File: src/design/cgoc_pkg.sv
// Shared types and constants of the centroid gate object counter.
// Holds payload structs, command and register codes, fixed field widths.
// No dependencies.
package cgoc_pkg;

    localparam int BOX_W     = 12;
    localparam int CMD_W     = 2;
    localparam int CLS_W     = 3;
    localparam int CNT_W     = 32;
    localparam int GATE_W    = 12;
    localparam int MASK_W    = 7;
    localparam int CFG_W     = 12;
    localparam int CFG_IDX_W = 1;
    // (gate + 1)^2 with a 12-bit gate stays at or below 2^24
    localparam int LIM_W     = 25;
    // box coordinate plus half size, wide enough to compare with a 16-bit maximum
    localparam int WIDE_W    = 17;
    localparam int CLSN_W    = 5;

    localparam logic [CMD_W-1:0] CMD_FRAME  = 2'd0;
    localparam logic [CMD_W-1:0] CMD_DETECT = 2'd1;
    localparam logic [CMD_W-1:0] CMD_CLEAR  = 2'd2;

    localparam logic [CFG_IDX_W-1:0] REG_GATE = 1'd0;
    localparam logic [CFG_IDX_W-1:0] REG_MASK = 1'd1;

    localparam logic [GATE_W-1:0] GATE_RESET = 12'd100;
    localparam logic [MASK_W-1:0] MASK_RESET = 7'd0;

    typedef struct packed {
        logic [CMD_W-1:0] cmd;
        logic [BOX_W-1:0] box_x;
        logic [BOX_W-1:0] box_y;
        logic [BOX_W-1:0] box_w;
        logic [BOX_W-1:0] box_h;
        logic [CLS_W-1:0] class_id;
    } in_item_t;

    typedef struct packed {
        logic             is_new;
        logic [BOX_W-1:0] center_x;
        logic [BOX_W-1:0] center_y;
        logic [CNT_W-1:0] total_count;
        logic [CNT_W-1:0] class_count;
        logic             overflow;
    } out_item_t;

    typedef struct packed {
        logic clear;
        logic sample;
    } dist_ctrl_t;

    typedef struct packed {
        logic busy;
        logic match;
    } dist_stat_t;

endpackage

File: src/design/cgoc_dist_pipe.sv
// Distance gate pipeline: difference, square, sum and compare per stored centroid.
// Accumulates a match flag over one scan. Depends on cgoc_pkg.
module cgoc_dist_pipe
    import cgoc_pkg::*;
#(
    parameter int COORD_BITS = 12
) (
    input  logic                  aclk,
    input  logic                  aresetn,
    input  dist_ctrl_t            ctrl,
    input  logic [COORD_BITS-1:0] slot_x,
    input  logic [COORD_BITS-1:0] slot_y,
    input  logic [COORD_BITS-1:0] cx,
    input  logic [COORD_BITS-1:0] cy,
    input  logic [LIM_W-1:0]      limit,
    output dist_stat_t            stat
);

    localparam int SQ_W  = 2 * COORD_BITS;
    localparam int SUM_W = SQ_W + 1;
    localparam int CMP_W = (SUM_W > LIM_W) ? SUM_W : LIM_W;

    logic                  v2_reg;
    logic                  v3_reg;
    logic                  match_reg;
    logic [COORD_BITS-1:0] dx_reg;
    logic [COORD_BITS-1:0] dy_reg;
    logic [SQ_W-1:0]       sqx_reg;
    logic [SQ_W-1:0]       sqy_reg;

    logic [COORD_BITS-1:0] dx_next;
    logic [COORD_BITS-1:0] dy_next;
    logic [SUM_W-1:0]      dist_sum;
    logic                  hit;

    always_comb begin
        dx_next  = (slot_x > cx) ? (slot_x - cx) : (cx - slot_x);
        dy_next  = (slot_y > cy) ? (slot_y - cy) : (cy - slot_y);
        dist_sum = SUM_W'(sqx_reg) + SUM_W'(sqy_reg);
        hit      = CMP_W'(dist_sum) < CMP_W'(limit);
    end

    always_ff @(posedge aclk) begin
        if (!aresetn) begin
            v2_reg    <= 1'b0;
            v3_reg    <= 1'b0;
            match_reg <= 1'b0;
        end else begin
            v2_reg <= ctrl.sample;
            v3_reg <= v2_reg;
            if (ctrl.clear) begin
                match_reg <= 1'b0;
            end else if (v3_reg && hit) begin
                match_reg <= 1'b1;
            end
        end
    end

    always_ff @(posedge aclk) begin
        dx_reg  <= dx_next;
        dy_reg  <= dy_next;
        sqx_reg <= SQ_W'(dx_reg) * SQ_W'(dx_reg);
        sqy_reg <= SQ_W'(dy_reg) * SQ_W'(dy_reg);
    end

    assign stat.busy  = ctrl.sample | v2_reg | v3_reg;
    assign stat.match = match_reg;

endmodule

File: src/design/centroid_gate_object_counter.sv
// Top level of the centroid gate object counter: slot and class counter memories,
// command sequencer, configuration registers, output register.
// Depends on cgoc_pkg and cgoc_dist_pipe.
//
//   channel   ports                 handshake          payload
//   input     s_valid/s_ready       valid and ready    s_data  (in_item_t)
//   result    m_valid/m_ready       valid and ready    m_data  (out_item_t)
//   config    cfg_wr_en             write enable only  cfg_addr, cfg_wdata
//
// A detection runs in order: one slot memory read per cycle, then the distance pipeline
// drains, then one update step and one load step into the output register. The next
// transfer is taken in the cycle after the load.
// Frame start, clear total and unused commands give no result and leave the block ready.
// Reset clears the slot and class valid bits at once, so no clearing pass is needed.
// A stalled result holds in the output register; the block takes the next transfer
// meanwhile and waits only when a new result is ready to load.
module centroid_gate_object_counter
    import cgoc_pkg::*;
#(
    parameter int SLOTS       = 10,
    parameter int COORD_BITS  = 12,
    parameter int NUM_CLASSES = 7
) (
    input  logic                 aclk,
    input  logic                 aresetn,
    input  logic                 s_valid,
    output logic                 s_ready,
    input  in_item_t             s_data,
    output logic                 m_valid,
    input  logic                 m_ready,
    output out_item_t            m_data,
    input  logic                 cfg_wr_en,
    input  logic [CFG_IDX_W-1:0] cfg_addr,
    input  logic [CFG_W-1:0]     cfg_wdata
);

    localparam int DEPTH   = 2 * SLOTS;
    localparam int SLOT_AW = (DEPTH > 1) ? $clog2(DEPTH) : 1;
    localparam int SCAN_W  = (SLOTS > 1) ? $clog2(SLOTS) : 1;
    localparam int FILL_W  = $clog2(SLOTS + 1);
    localparam int CLS_IW  = (NUM_CLASSES > 1) ? $clog2(NUM_CLASSES) : 1;
    localparam int ENTRY_W = 2 * COORD_BITS;

    localparam logic [WIDE_W-1:0]  COORD_MAX   = WIDE_W'((1 << COORD_BITS) - 1);
    localparam logic [SLOT_AW-1:0] SLOT_BASE   = SLOT_AW'(SLOTS);
    localparam logic [SCAN_W-1:0]  SCAN_LAST   = SCAN_W'(SLOTS - 1);
    localparam logic [FILL_W-1:0]  FILL_FULL   = FILL_W'(SLOTS);
    localparam logic [CLSN_W-1:0]  CLASS_LIMIT = CLSN_W'(NUM_CLASSES);

    localparam logic [2:0] ST_IDLE  = 3'd0;
    localparam logic [2:0] ST_SCAN  = 3'd1;
    localparam logic [2:0] ST_DRAIN = 3'd2;
    localparam logic [2:0] ST_FIN   = 3'd3;
    localparam logic [2:0] ST_PUSH  = 3'd4;

    logic [ENTRY_W-1:0]    slot_mem [DEPTH];
    logic [CNT_W-1:0]      cls_mem  [NUM_CLASSES];

    logic [2:0]            state_reg;
    logic [2:0]            state_next;
    logic [GATE_W-1:0]     gate_reg;
    logic [MASK_W-1:0]     mask_reg;
    logic [LIM_W-1:0]      limit_reg;
    logic                  cur_buf_reg;
    logic [FILL_W-1:0]     fill_reg;
    logic [CNT_W-1:0]      total_reg;
    logic [SCAN_W-1:0]     cnt_reg;
    logic                  v1_reg;
    logic [DEPTH-1:0]      slot_valid_reg;
    logic [NUM_CLASSES-1:0] cls_valid_reg;
    logic [COORD_BITS-1:0] cx_reg;
    logic [COORD_BITS-1:0] cy_reg;
    logic [CLS_W-1:0]      cls_reg;
    logic [ENTRY_W-1:0]    slot_q_reg;
    logic                  slot_qv_reg;
    logic [CNT_W-1:0]      cls_q_reg;
    logic                  cls_qv_reg;
    out_item_t             res_reg;
    out_item_t             m_data_reg;
    logic                  m_valid_reg;

    logic                  accept;
    logic                  push;
    logic [WIDE_W-1:0]     sum_x;
    logic [WIDE_W-1:0]     sum_y;
    logic [COORD_BITS-1:0] cx_next;
    logic [COORD_BITS-1:0] cy_next;
    logic [SLOT_AW-1:0]    raddr;
    logic [SLOT_AW-1:0]    waddr;
    logic [COORD_BITS-1:0] slot_x;
    logic [COORD_BITS-1:0] slot_y;
    logic [GATE_W:0]       gate_p1;
    logic                  in_range;
    logic [CLS_IW-1:0]     cls_idx;
    logic [MASK_W:0]       mask_ext;
    logic                  fresh;
    logic                  bump;
    logic                  room;
    logic [CNT_W-1:0]      cls_cur;
    logic [CNT_W-1:0]      cls_new;
    logic [CNT_W-1:0]      total_new;
    dist_ctrl_t            dist_ctrl;
    dist_stat_t            dist_stat;

    assign s_ready = (state_reg == ST_IDLE);
    assign accept  = s_valid && s_ready;
    assign push    = (state_reg == ST_PUSH) && (!m_valid_reg || m_ready);
    assign m_valid = m_valid_reg;
    assign m_data  = m_data_reg;

    always_comb begin
        sum_x   = WIDE_W'(s_data.box_x) + WIDE_W'(s_data.box_w >> 1);
        sum_y   = WIDE_W'(s_data.box_y) + WIDE_W'(s_data.box_h >> 1);
        cx_next = (sum_x > COORD_MAX) ? COORD_BITS'(COORD_MAX) : COORD_BITS'(sum_x);
        cy_next = (sum_y > COORD_MAX) ? COORD_BITS'(COORD_MAX) : COORD_BITS'(sum_y);

        raddr   = (cur_buf_reg ? '0 : SLOT_BASE) + SLOT_AW'(cnt_reg);
        waddr   = (cur_buf_reg ? SLOT_BASE : '0) + SLOT_AW'(fill_reg);
        slot_x  = slot_qv_reg ? slot_q_reg[ENTRY_W-1:COORD_BITS] : '0;
        slot_y  = slot_qv_reg ? slot_q_reg[COORD_BITS-1:0] : '0;
        gate_p1 = {1'b0, gate_reg} + 1'b1;

        in_range  = {{(CLSN_W - CLS_W){1'b0}}, cls_reg} < CLASS_LIMIT;
        cls_idx   = in_range ? CLS_IW'(cls_reg) : '0;
        mask_ext  = {1'b0, mask_reg};
        fresh     = !dist_stat.match;
        bump      = fresh && in_range && mask_ext[cls_reg];
        room      = fill_reg < FILL_FULL;
        cls_cur   = cls_qv_reg ? cls_q_reg : '0;
        cls_new   = cls_cur + CNT_W'(bump);
        total_new = total_reg + CNT_W'(fresh);
    end

    always_comb begin
        state_next = state_reg;
        unique case (state_reg)
            ST_IDLE: begin
                if (accept && s_data.cmd == CMD_DETECT) begin
                    state_next = ST_SCAN;
                end
            end
            ST_SCAN: begin
                if (cnt_reg == SCAN_LAST) begin
                    state_next = ST_DRAIN;
                end
            end
            ST_DRAIN: begin
                if (!dist_stat.busy) begin
                    state_next = ST_FIN;
                end
            end
            ST_FIN: begin
                state_next = ST_PUSH;
            end
            ST_PUSH: begin
                if (push) begin
                    state_next = ST_IDLE;
                end
            end
            default: begin
                state_next = ST_IDLE;
            end
        endcase
    end

    assign dist_ctrl.clear  = accept;
    assign dist_ctrl.sample = v1_reg;

    cgoc_dist_pipe #(
        .COORD_BITS(COORD_BITS)
    ) u_dist (
        .aclk    (aclk),
        .aresetn (aresetn),
        .ctrl    (dist_ctrl),
        .slot_x  (slot_x),
        .slot_y  (slot_y),
        .cx      (cx_reg),
        .cy      (cy_reg),
        .limit   (limit_reg),
        .stat    (dist_stat)
    );

    always_ff @(posedge aclk) begin
        if (!aresetn) begin
            state_reg      <= ST_IDLE;
            gate_reg       <= GATE_RESET;
            mask_reg       <= MASK_RESET;
            cur_buf_reg    <= 1'b0;
            fill_reg       <= '0;
            total_reg      <= '0;
            cnt_reg        <= '0;
            v1_reg         <= 1'b0;
            slot_valid_reg <= '0;
            cls_valid_reg  <= '0;
            m_valid_reg    <= 1'b0;
        end else begin
            state_reg <= state_next;
            v1_reg    <= (state_reg == ST_SCAN);

            if (cfg_wr_en) begin
                unique case (cfg_addr)
                    REG_GATE: gate_reg <= cfg_wdata[GATE_W-1:0];
                    REG_MASK: mask_reg <= cfg_wdata[MASK_W-1:0];
                    default: ;
                endcase
            end

            if (accept) begin
                cnt_reg <= '0;
                unique case (s_data.cmd)
                    CMD_FRAME: begin
                        cur_buf_reg <= ~cur_buf_reg;
                        fill_reg    <= '0;
                        for (int i = 0; i < DEPTH; i++) begin
                            if ((i >= SLOTS) == !cur_buf_reg) begin
                                slot_valid_reg[i] <= 1'b0;
                            end
                        end
                    end
                    CMD_CLEAR: begin
                        total_reg <= '0;
                    end
                    default: ;
                endcase
            end else if (state_reg == ST_SCAN) begin
                cnt_reg <= cnt_reg + 1'b1;
            end

            if (state_reg == ST_FIN) begin
                total_reg <= total_new;
                if (room) begin
                    fill_reg              <= fill_reg + 1'b1;
                    slot_valid_reg[waddr] <= 1'b1;
                end
                if (bump) begin
                    cls_valid_reg[cls_idx] <= 1'b1;
                end
            end

            if (push) begin
                m_valid_reg <= 1'b1;
            end else if (m_ready) begin
                m_valid_reg <= 1'b0;
            end
        end
    end

    always_ff @(posedge aclk) begin
        limit_reg <= LIM_W'(gate_p1 * gate_p1);
        if (accept) begin
            cx_reg  <= cx_next;
            cy_reg  <= cy_next;
            cls_reg <= s_data.class_id;
        end
        if (state_reg == ST_FIN && room) begin
            slot_mem[waddr] <= {cx_reg, cy_reg};
        end
        if (state_reg == ST_FIN && bump) begin
            cls_mem[cls_idx] <= cls_new;
        end
        slot_q_reg  <= slot_mem[raddr];
        slot_qv_reg <= slot_valid_reg[raddr];
        cls_q_reg   <= cls_mem[cls_idx];
        cls_qv_reg  <= cls_valid_reg[cls_idx];
        if (state_reg == ST_FIN) begin
            res_reg.is_new      <= fresh;
            res_reg.center_x    <= BOX_W'(cx_reg);
            res_reg.center_y    <= BOX_W'(cy_reg);
            res_reg.total_count <= total_new;
            res_reg.class_count <= in_range ? cls_new : '0;
            res_reg.overflow    <= !room;
        end
        if (push) begin
            m_data_reg <= res_reg;
        end
    end

    a_fill_bound: assert property (@(posedge aclk) disable iff (!aresetn)
        fill_reg <= FILL_FULL)
        else $error("slot fill beyond capacity");

    a_fin_drained: assert property (@(posedge aclk) disable iff (!aresetn)
        (state_reg == ST_FIN) |-> !dist_stat.busy)
        else $error("update before distance pipeline drained");

    a_push_hold: assert property (@(posedge aclk) disable iff (!aresetn)
        (state_reg == ST_PUSH && m_valid_reg && !m_ready) |=> (state_reg == ST_PUSH))
        else $error("pending result overwritten");

    a_frame_fill: assert property (@(posedge aclk) disable iff (!aresetn)
        (accept && s_data.cmd == CMD_FRAME) |=> (fill_reg == '0))
        else $error("frame start did not reset slot fill");

endmodule

File: config.mk
export PLATFORM = sky130hd
export DESIGN_NAME = centroid_gate_object_counter
export DESIGN_NICKNAME = d
export VERILOG_FILES = /design/src/design/cgoc_pkg.sv /design/src/design/cgoc_dist_pipe.sv /design/src/design/centroid_gate_object_counter.sv
export SDC_FILE = /design/constraint.sdc
export NUM_CORES = 2
export LEC_CHECK = 0
export ABC_CLOCK_PERIOD_IN_PS = 7250
export BUFFER_PORTS_ARGS = -buffer_cell sky130_fd_sc_hd__buf_2
export CORE_ASPECT_RATIO = 1.5
export CORE_MARGIN = 1.5
export CORE_UTILIZATION = 45
export CTS_CLUSTER_DIAMETER = 150
export DETAILED_ROUTE_END_ITERATION = 10
export GPL_TIMING_DRIVEN = 0
export PLACE_DENSITY_LB_ADDON = 0.12
export SKIP_CTS_REPAIR_TIMING = 1
export SLEW_MARGIN = 20
export SYNTH_ARGS = -nofsm -noshare
export SYNTH_HDL_FRONTEND = slang
export SYNTH_HIERARCHICAL = 1
export SYNTH_SLANG_ARGS = --single-unit
File: constraint.sdc
create_clock -name aclk -period 7.25 [get_ports aclk]
set_input_delay 0.725 -clock aclk [delete_from_list [all_inputs] [get_ports aclk]]
set_output_delay 0.725 -clock aclk [all_outputs]
set_load 0.01 [all_outputs]
==> metrics.cfg <==
[timing]
rsz0062_at_grt=true
setup_viol=0
final.period_utilization=0.9588
fin_hold_ws_ps=233.1
slew-limit-headroom=0.3191
final-max-slew-violation-count=0
timing.final.hold_violations=0
worst_slack_ps=299.0
fin_worst_skew_ps=52.50
maxClockFrequency_mhz=143.9
final_period_minus_worst_setup_slack_ps=6951
max_slew.worst_pin.slew_ps=1021

[yosys]
synth_top_flop_cell=sky130_fd_sc_hd__edfxtp_1
post_synth_fa_ha_maj_area_fraction=0.1532
synth_top_family_by_area=adder cells
yosys-mux-area-fraction=0.07299
syn_avg_cell_area_sq_um=13.13
register_area_share_after_synthesis=0.5456
syn-cell-area_sq_um=59210
synth-async-reset-ratio=0
synth-compound-area-share=0.07054
synth_cells=4510
synth_edf_count=911
ys_ff_latch=1158
synthXorXnorAreaFrac=0.03003
synth-simple-area-share=0.08159
synth_warnings=6
synth.distinct_cells=84

[critical_path]
worstSetupPathType=reg -> reg
reg2reg_setup_slack_ps=300
crit_required_ps=7850
worst_ep_arrival_time_ps=7550
crit_path_start_kind=register
critical_path_peak_fanout=8
timing.critical_path.to_type=register

[clock_tree]
tritoncts_clock_tree=done
cts-buffers-inserted=108
h-tree-depth=3
clock_latency_ps=730
clk_pin_slew_ps=60
cts.sink_count=1158
cts-root-buf=sky130_fd_sc_hd__clkbuf_16
ctsLongestPathBuffers=3

[die]
core_area_sq_um=130300
die_area_sq_um=133800
initial_core_util=0.4543
number_of_top_level_pins=163
die-height_um=447.3
die_width_um=299.2
row_count=162

[routing]
route.detailed.wl_per_inst_um=21.35
count_of_vias_placed_by_the_detailed_router=35290
drtAntennaViolNets=0
route.detailed.vias_per_inst=5.308
initial_drc_count=1976
routed_wirelength_um=141900
detailedRoute.firstPassIterationCount=6
drc=0

[cells_and_area]
mostFrequentLayoutCells=sky130_fd_sc_hd__edfxtp_1 (911), sky130_fd_sc_hd__inv_1 (538), sky130_fd_sc_hd__nand2_1 (322)
finish.utilization=0.5147
layout_commonest_cell=sky130_fd_sc_hd__edfxtp_1
drive_above_1_share=0.1389
layout-area-overhead-vs-synth_pct=13.30
top_regs=slot_mem x480, cls_mem x224
top_register=slot_mem
fillCellCount=11180
largest_register_ffs=480
final_net_count=5472

[grt]
global_route_wire_length_before_repair_um=216900
grt_util_all_layers=0.2147
grt_antenna_before_repair=0
overflow=0
grt_pass1_vias=36860
maximum_number_of_pins_on_one_net_before_global_route_repair=40

[placed_design]
buffer_ports.inserted=158
dp_worst_slack_ps=200.2
detailed_place_hpwl_um=105400
gp_congestion=0.8577

[flow_run]
drv.max_cap_violation_count=0

[outcome]
run_status=completed

[worst_hold_path]
path_class_of_the_lowest_slack_min_delay_path=in -> reg

routing by layer:
layer  track usage  part of all wire  vias up
met1        0.2346              0.37    17840
met5             0                 0        -
met2        0.4242              0.56      626
met3       0.02025             0.028      217
li1              -                 -    16610
met4       0.07784             0.035        0
per-stage QoR:
step           instance area (sq um)  instances  TNS (ps)
6_report                       67090       6649         0
5_1_grt                        67080       6648    -42.76
4_1_cts                        67060       6646         0
3_5_place_dp                   63180       6441         0
3_3_place_gp                   62180       6398   -229200
2_1_floorplan                  59240       4518         0
logic make-up after synthesis:
kind of cell,Yosys count
fa+ha+maj,570
simple gates,979
flops,1158
mux,239
compound gates,654
other cells,2
buf+inv,705
xor+xnor,203
cell usage after synthesis, types with 20 or more instances:
cell / number / area share
sky130_fd_sc_hd__edfxtp_1: 911 / 0.46
sky130_fd_sc_hd__a211oi_1: 24 / 0.0030
sky130_fd_sc_hd__nand2_1: 322 / 0.020
sky130_fd_sc_hd__inv_1: 539 / 0.034
sky130_fd_sc_hd__and3_1: 25 / 0.0026
sky130_fd_sc_hd__dfxtp_1: 247 / 0.084
sky130_fd_sc_hd__mux4_2: 150 / 0.057
sky130_fd_sc_hd__a21o_1: 73 / 0.0093
sky130_fd_sc_hd__xor2_1: 88 / 0.013
sky130_fd_sc_hd__clkbuf_1: 119 / 0.0075
sky130_fd_sc_hd__a21oi_1: 179 / 0.015
sky130_fd_sc_hd__o221ai_1: 20 / 0.0030
sky130_fd_sc_hd__nand4_1: 32 / 0.0034
sky130_fd_sc_hd__mux2i_1: 47 / 0.0079
sky130_fd_sc_hd__o21ai_0: 118 / 0.010
sky130_fd_sc_hd__xnor2_1: 115 / 0.017
sky130_fd_sc_hd__o21a_1: 29 / 0.0037
sky130_fd_sc_hd__a31oi_1: 40 / 0.0042
sky130_fd_sc_hd__and2_1: 146 / 0.015
sky130_fd_sc_hd__buf_2: 25 / 0.0021
sky130_fd_sc_hd__fa_1: 258 / 0.087
sky130_fd_sc_hd__nor3_1: 28 / 0.0024
sky130_fd_sc_hd__nand3_1: 72 / 0.0061
sky130_fd_sc_hd__ha_1: 312 / 0.066
sky130_fd_sc_hd__o22ai_1: 30 / 0.0032
sky130_fd_sc_hd__o211ai_1: 24 / 0.0030
sky130_fd_sc_hd__mux2_2: 42 / 0.0080
sky130_fd_sc_hd__nor2b_1: 56 / 0.0059
sky130_fd_sc_hd__nor2_1: 194 / 0.012
sky130_fd_sc_hd__nand2b_1: 34 / 0.0036
area by class of cell:
type	instances	area [sq um]	share of cell area
multi-input combinational	2655	24420	0.3641
timing repair buffer	203	1602	0.02387
antenna	1	2.502	0.00003730
inverter	541	2031	0.03027
clock buffer	125	2868	0.04275
buffer	164	698.2	0.01041
sequential	1158	32300	0.4815
tap	1722	2155	0.03212
clock inverter	80	1006	0.01500
worst max-delay path, stage by stage (launching register included):
cell	delay [ps]
sky130_fd_sc_hd__dfxtp_1	490
sky130_fd_sc_hd__and4_1	270
sky130_fd_sc_hd__nand4_1	260
sky130_fd_sc_hd__nor3_2	340
sky130_fd_sc_hd__xnor2_1	440
sky130_fd_sc_hd__nor2_1	240
sky130_fd_sc_hd__fa_1	560
sky130_fd_sc_hd__inv_1	50
sky130_fd_sc_hd__fa_1	460
sky130_fd_sc_hd__fa_1	570
sky130_fd_sc_hd__inv_1	80
sky130_fd_sc_hd__fa_1	530
sky130_fd_sc_hd__inv_1	50
sky130_fd_sc_hd__fa_1	640
sky130_fd_sc_hd__inv_1	70
sky130_fd_sc_hd__ha_1	390
sky130_fd_sc_hd__a21o_1	200
sky130_fd_sc_hd__a21o_1	190
sky130_fd_sc_hd__a221oi_1	280
sky130_fd_sc_hd__o21ai_1	170
sky130_fd_sc_hd__a221oi_1	350
sky130_fd_sc_hd__xnor2_1	180
final timing paths:
check | to | depth (start not counted) | startpoint
setup / recovery | limit_reg[23]$_DFF_P_ | 21 | gate_reg[4]$_SDFFE_PN0P_
setup reg to reg | limit_reg[23]$_DFF_P_ | 21 | gate_reg[4]$_SDFFE_PN0P_
hold / removal | gate_reg[5]$_SDFFE_PN1P_ | 3 | cfg_wdata[5]
hold reg to reg | m_data[86]$_DFFE_PP_ | 0 | res_reg[86]$_DFFE_PP_
Power is left out: the tool's default activity adds up to more than one toggle a clock period on the data nets, which glitch-free logic cannot reach.
